===== src/xtea_pkg.sv =====
`default_nettype none

package xtea_pkg;

  localparam int unsigned HALF_ROUNDS_DEF = 64;
  localparam logic [31:0] XTEA_DELTA      = 32'h9E37_79B9;

  localparam int unsigned WORD_W   = 32;
  localparam int unsigned KEY_CNT  = 4;
  localparam int unsigned KEY_IDX_W = $clog2(KEY_CNT);
  localparam int unsigned PADDR_W  = KEY_IDX_W + 2;

  typedef logic [KEY_CNT-1:0][WORD_W-1:0] key_t;

  // One block in flight: the two halves, the running sum and the direction.
  typedef struct packed {
    logic              mode;
    logic [WORD_W-1:0] v0;
    logic [WORD_W-1:0] v1;
    logic [WORD_W-1:0] sum;
  } xtea_data_t;

  function automatic logic [WORD_W-1:0] xtea_mix(
    input logic [WORD_W-1:0] v,
    input logic [WORD_W-1:0] sum,
    input logic [WORD_W-1:0] key
  );
    logic [WORD_W-1:0] t;
    t = ((v << 4) ^ (v >> 5)) + v;
    return t ^ (sum + key);
  endfunction

endpackage

`default_nettype wire


===== src/xtea_cell.sv =====
`default_nettype none

module xtea_cell #(
  parameter bit IS_ODD = 1'b0
) (
  input  wire logic                clk_i,
  input  wire logic                rst_ni,
  input  wire xtea_pkg::key_t      key_i,
  input  wire logic                up_valid_i,
  input  wire xtea_pkg::xtea_data_t up_data_i,
  output logic                     up_stall_o,
  output logic                     dn_valid_o,
  output xtea_pkg::xtea_data_t     dn_data_o,
  input  wire logic                dn_stall_i
);
  import xtea_pkg::*;

  logic       valid_q, valid_d;
  xtea_data_t data_q, data_d;
  logic       advance;
  logic [WORD_W-1:0] key_lo, key_hi;

  // Take a new request whenever this cell is empty or its contents move on.
  assign advance    = !valid_q || !dn_stall_i;
  assign up_stall_o = !advance;
  assign valid_d    = advance ? up_valid_i : valid_q;

  assign key_lo = key_i[up_data_i.sum[KEY_IDX_W-1:0]];
  assign key_hi = key_i[up_data_i.sum[11 +: KEY_IDX_W]];

  always_comb begin
    data_d = up_data_i;
    if (IS_ODD) begin
      if (!up_data_i.mode) begin
        data_d.v1 = up_data_i.v1 + xtea_mix(up_data_i.v0, up_data_i.sum, key_hi);
      end else begin
        data_d.v0 = up_data_i.v0 - xtea_mix(up_data_i.v1, up_data_i.sum, key_lo);
      end
    end else begin
      if (!up_data_i.mode) begin
        data_d.v0  = up_data_i.v0 + xtea_mix(up_data_i.v1, up_data_i.sum, key_lo);
        data_d.sum = up_data_i.sum + XTEA_DELTA;
      end else begin
        data_d.v1  = up_data_i.v1 - xtea_mix(up_data_i.v0, up_data_i.sum, key_hi);
        data_d.sum = up_data_i.sum - XTEA_DELTA;
      end
    end
  end

  always_ff @(posedge clk_i or negedge rst_ni) begin
    if (!rst_ni) begin
      valid_q <= 1'b0;
    end else begin
      valid_q <= valid_d;
    end
  end

  always_ff @(posedge clk_i) begin
    if (advance && up_valid_i) begin
      data_q <= data_d;
    end
  end

  assign dn_valid_o = valid_q;
  assign dn_data_o  = data_q;

endmodule

`default_nettype wire


===== config.mk =====
export PLATFORM = sky130hd
export DESIGN_NAME = xtea_cell
export DESIGN_NICKNAME = d
export VERILOG_FILES = /design/src/xtea_pkg.sv /design/src/xtea_cell.sv
export SDC_FILE = /design/constraint.sdc
export NUM_CORES = 1
export LEC_CHECK = 0
export BUFFER_PORTS_ARGS = -buffer_cell sky130_fd_sc_hd__buf_2
export CAP_MARGIN = 20
export CELL_PAD_IN_SITES_DETAIL_PLACEMENT = 0
export CELL_PAD_IN_SITES_GLOBAL_PLACEMENT = 1
export CORE_AREA = 2 2 234 167
export CTS_BUF_LIST = sky130_fd_sc_hd__clkbuf_4
export DETAILED_ROUTE_END_ITERATION = 7
export DIE_AREA = 0 0 236 169
export GPL_TIMING_DRIVEN = 0
export PLACE_DENSITY = 0.89
export SLEW_MARGIN = 20
export SYNTH_ARGS = -nofsm -noshare
export SYNTH_HDL_FRONTEND = slang
export SYNTH_SLANG_ARGS = --single-unit

===== constraint.sdc =====
create_clock -name clk_i -period 6.31 [get_ports clk_i]
set_clock_uncertainty 0.2 [all_clocks]
set_input_delay 0.3155 -clock clk_i [delete_from_list [all_inputs] [get_ports clk_i]]
set_output_delay 0.3155 -clock clk_i [all_outputs]
set_load 0.01 [all_outputs]

==> impl_metrics.tcl <==
set metrics [dict create \
    synthArstFlopShare_pct 1.02 \
    synth_edf_count 97 \
    antenna_found_initial 7 \
    nets 2637 \
    first_global_vias 15100 \
    cts_tree "done" \
    slew_violations 0 \
    yosys_most_used_dff "edfxtp_1" \
    reg2regPathDepth 5 \
    drc_errors 0 \
    vias_per_cell 5.92 \
    cp_top_family "compound AO/OA/AOI/OAI gates" \
    drive_gt1_share_pct 23.0 \
    core_um2 37800 \
    cap_violations 0 \
    hold_viol 0 \
    critPathBufInv 3 \
    ys_ff_latch 98 \
    fmax_mhz 166 \
    ys_warn_count 0 \
    place.gp.congestion 0.970 \
    p_total_mw 6.04 \
    netlist_area_um2 16400 \
    syn_inst 1776 \
    most-common-layout-cells "buf_2, ha_1, xnor2_1" \
    syn_avg_cell_area_um2 9.24 \
    netlist.area_leader.share_pct 17.7 \
    outcome "finished clean" \
    yosysTopAreaCell "edfxtp_1" \
    core.rowCount 60 \
    dr.pass1.iters 8 \
    tightest_slew_ps 978 \
    grtUsageTotal_pct 28.8 \
    end_kind "register" \
    hold_depth 2 \
    wire_per_inst_um 21.9 \
    cp_common_cell "and3_1" \
    cts_sinks 98 \
    arrival_ps 6190 \
    required_ps 6480 \
    vdd_ir_drop_max_mv 0.105 \
    clkTransAtPathRegs_ps 200 \
    period_share_pct 95.4 \
    placed_area_um2 18800 \
    clock_path_buffers 2 \
    holdPathEnd "dn_data_o[48]$_DFFE_PP_" \
    drt_iter0_drc 1347 \
    die_area_um2 39900 \
    final_design_area_no_fill_um2 19600 \
    final_cells 2686 \
    layout_commonest_cell "buf_2" \
    pre_cts_ws_ps -1430 \
    ios 328 \
    timing.rr.start "dn_valid_o$_DFFE_PN0N_" \
    die_y_um 169 \
    power.leakage_nw 8.87 \
    yosysSeqAreaShare_pct 17.9 \
    root_buffer "clkbuf_4" \
    start_kind "input port" \
    setup_viol 0 \
    grt_overflow_total 0 \
    die_x_um 236 \
    post-route-util_pct 52.0 \
    initial_utilization_pct 43.5 \
    worst_slack_ps 290 \
    synthToLayoutAreaGrowth_pct 19.6 \
    min-delay-start "up_data_i[48]" \
    reg2reg_to "dn_data_o[16]$_DFFE_PP_" \
    cellPowerDensity_nw_per_um2 308 \
    yosysUniqueCellTypes 82 \
    dp_cells 2603 \
    antenna_left 0 \
    synth_area_leaders "edfxtp_1, ha_1, xnor2_1" \
    routed_wl_um 58800 \
    cp_slowest_stage_delay_ps 550 \
    dpl.hpwl_um 48900 \
    path_class "in2reg" \
    min_path_type "in2reg" \
    numCtsBuffers 9 \
    portBuffers 327 \
    slew_headroom_pct 34.8 \
    clk_latency_ps 560 \
    grt_pass1_wl_um 87600 \
    synthesis.nets 2233 \
    htreeDepth 3 \
    num_vias 15900 \
    r2r_slack_ps 4430 \
    grt_max_degree 29 \
    min_period_ps 6020 \
    cp_max_fo 10 \
    slowest_stage "mux4_2" \
]
per-stage QoR:
stage / hold WS [ps] / TNS, ps
2_1_floorplan: -180 / 0
3_3_place_gp: -111 / -182530
3_5_place_dp: -106 / -21020
4_1_cts: 0.0401 / 0
5_1_grt: 17.5 / -6.70
6_report: 48.9 / 0
timing repair:
action,4_1_cts,5_1_grt
pin swaps,0,5
hold endpoints to repair,58,0
resized for setup,12,23
hold buffers,60,0
setup buffers,0,3
endpoints found under the setup margin,15,13
where the power goes:
part           switching [mW]  internal [mW]  leakage (nW)  total (mW)
clock                   0.289          0.127        0.0726       0.416
combinational            2.60           2.04          7.86        4.64
sequential             0.0379          0.944         0.936       0.982
synthesized netlist by cell type, drive strengths merged (3+ instances only):
master,instances
a2111oi,9
a211o,7
a211oi,13
a21boi,3
a21o,139
a21oi,176
a221o,4
a221oi,7
a31o,9
a31oi,19
a41oi,4
and2,12
and3,15
and4,14
buf,11
clkbuf,23
edfxtp,97
fa,7
ha,221
inv,50
mux2,26
mux4,64
nand2,117
nand2b,26
nand3,23
nand4,9
nor2,92
nor2b,24
nor3,24
nor4,3
o211ai,14
o21a,17
o21ai,115
o21bai,26
o31ai,9
or2,4
or3,8
xnor2,188
xor2,114
layer usage:
layer  global-route usage (%)  share of wire [%]
met1                     43.6                 49
met2                     42.1                 41
met3                     5.14                8.0
met4                     6.73                1.9
met5                        0              0.044
cell type report:
class	instances	area, um2
Clock inverter	7	83.8
Antenna cell	5	12.5
Fill cell	3507	18100
Tap cell	496	621
Timing Repair Buffer	394	2340
Multi-Input combinational cell	1593	13200
Clock buffer	9	67.6
Buffer	33	160
Sequential cell	98	2940
Inverter	51	193
sequential cells by signal, indices dropped and copies added, names as in the netlist:
register    count
dn_data_o      97
dn_valid_o      1
cells by family after synthesis:
group           after synthesis  share of synthesized area (%)
compound gates              592                           24.2
xor+xnor                    304                           16.4
fa+ha+maj                   228                           17.7
buf+inv                      85                           1.95
flops                        98                           17.9
mux                          90                           10.6
simple gates                379                           11.3
how the worst max path moves through the flow:
stage / startpoint / endpoint / slack [ps] / depth (start not counted)
final: up_data_i[11] / dn_data_o[63]$_DFFE_PP_ / 290 / 26
after global routing: up_data_i[11] / dn_data_o[63]$_DFFE_PP_ / -7 / 25
after CTS: up_data_i[11] / dn_data_o[63]$_DFFE_PP_ / 5 / 29
after detailed placement: up_data_i[11] / dn_data_o[63]$_DFFE_PP_ / -1430 / 28
after global placement: dn_stall_i / dn_data_o[96]$_DFFE_PP_ / -1710 / 3
after floorplan: up_data_i[11] / dn_data_o[63]$_DFFE_PP_ / 180 / 25
No activity file was read; power rests on OpenSTA's default activity.
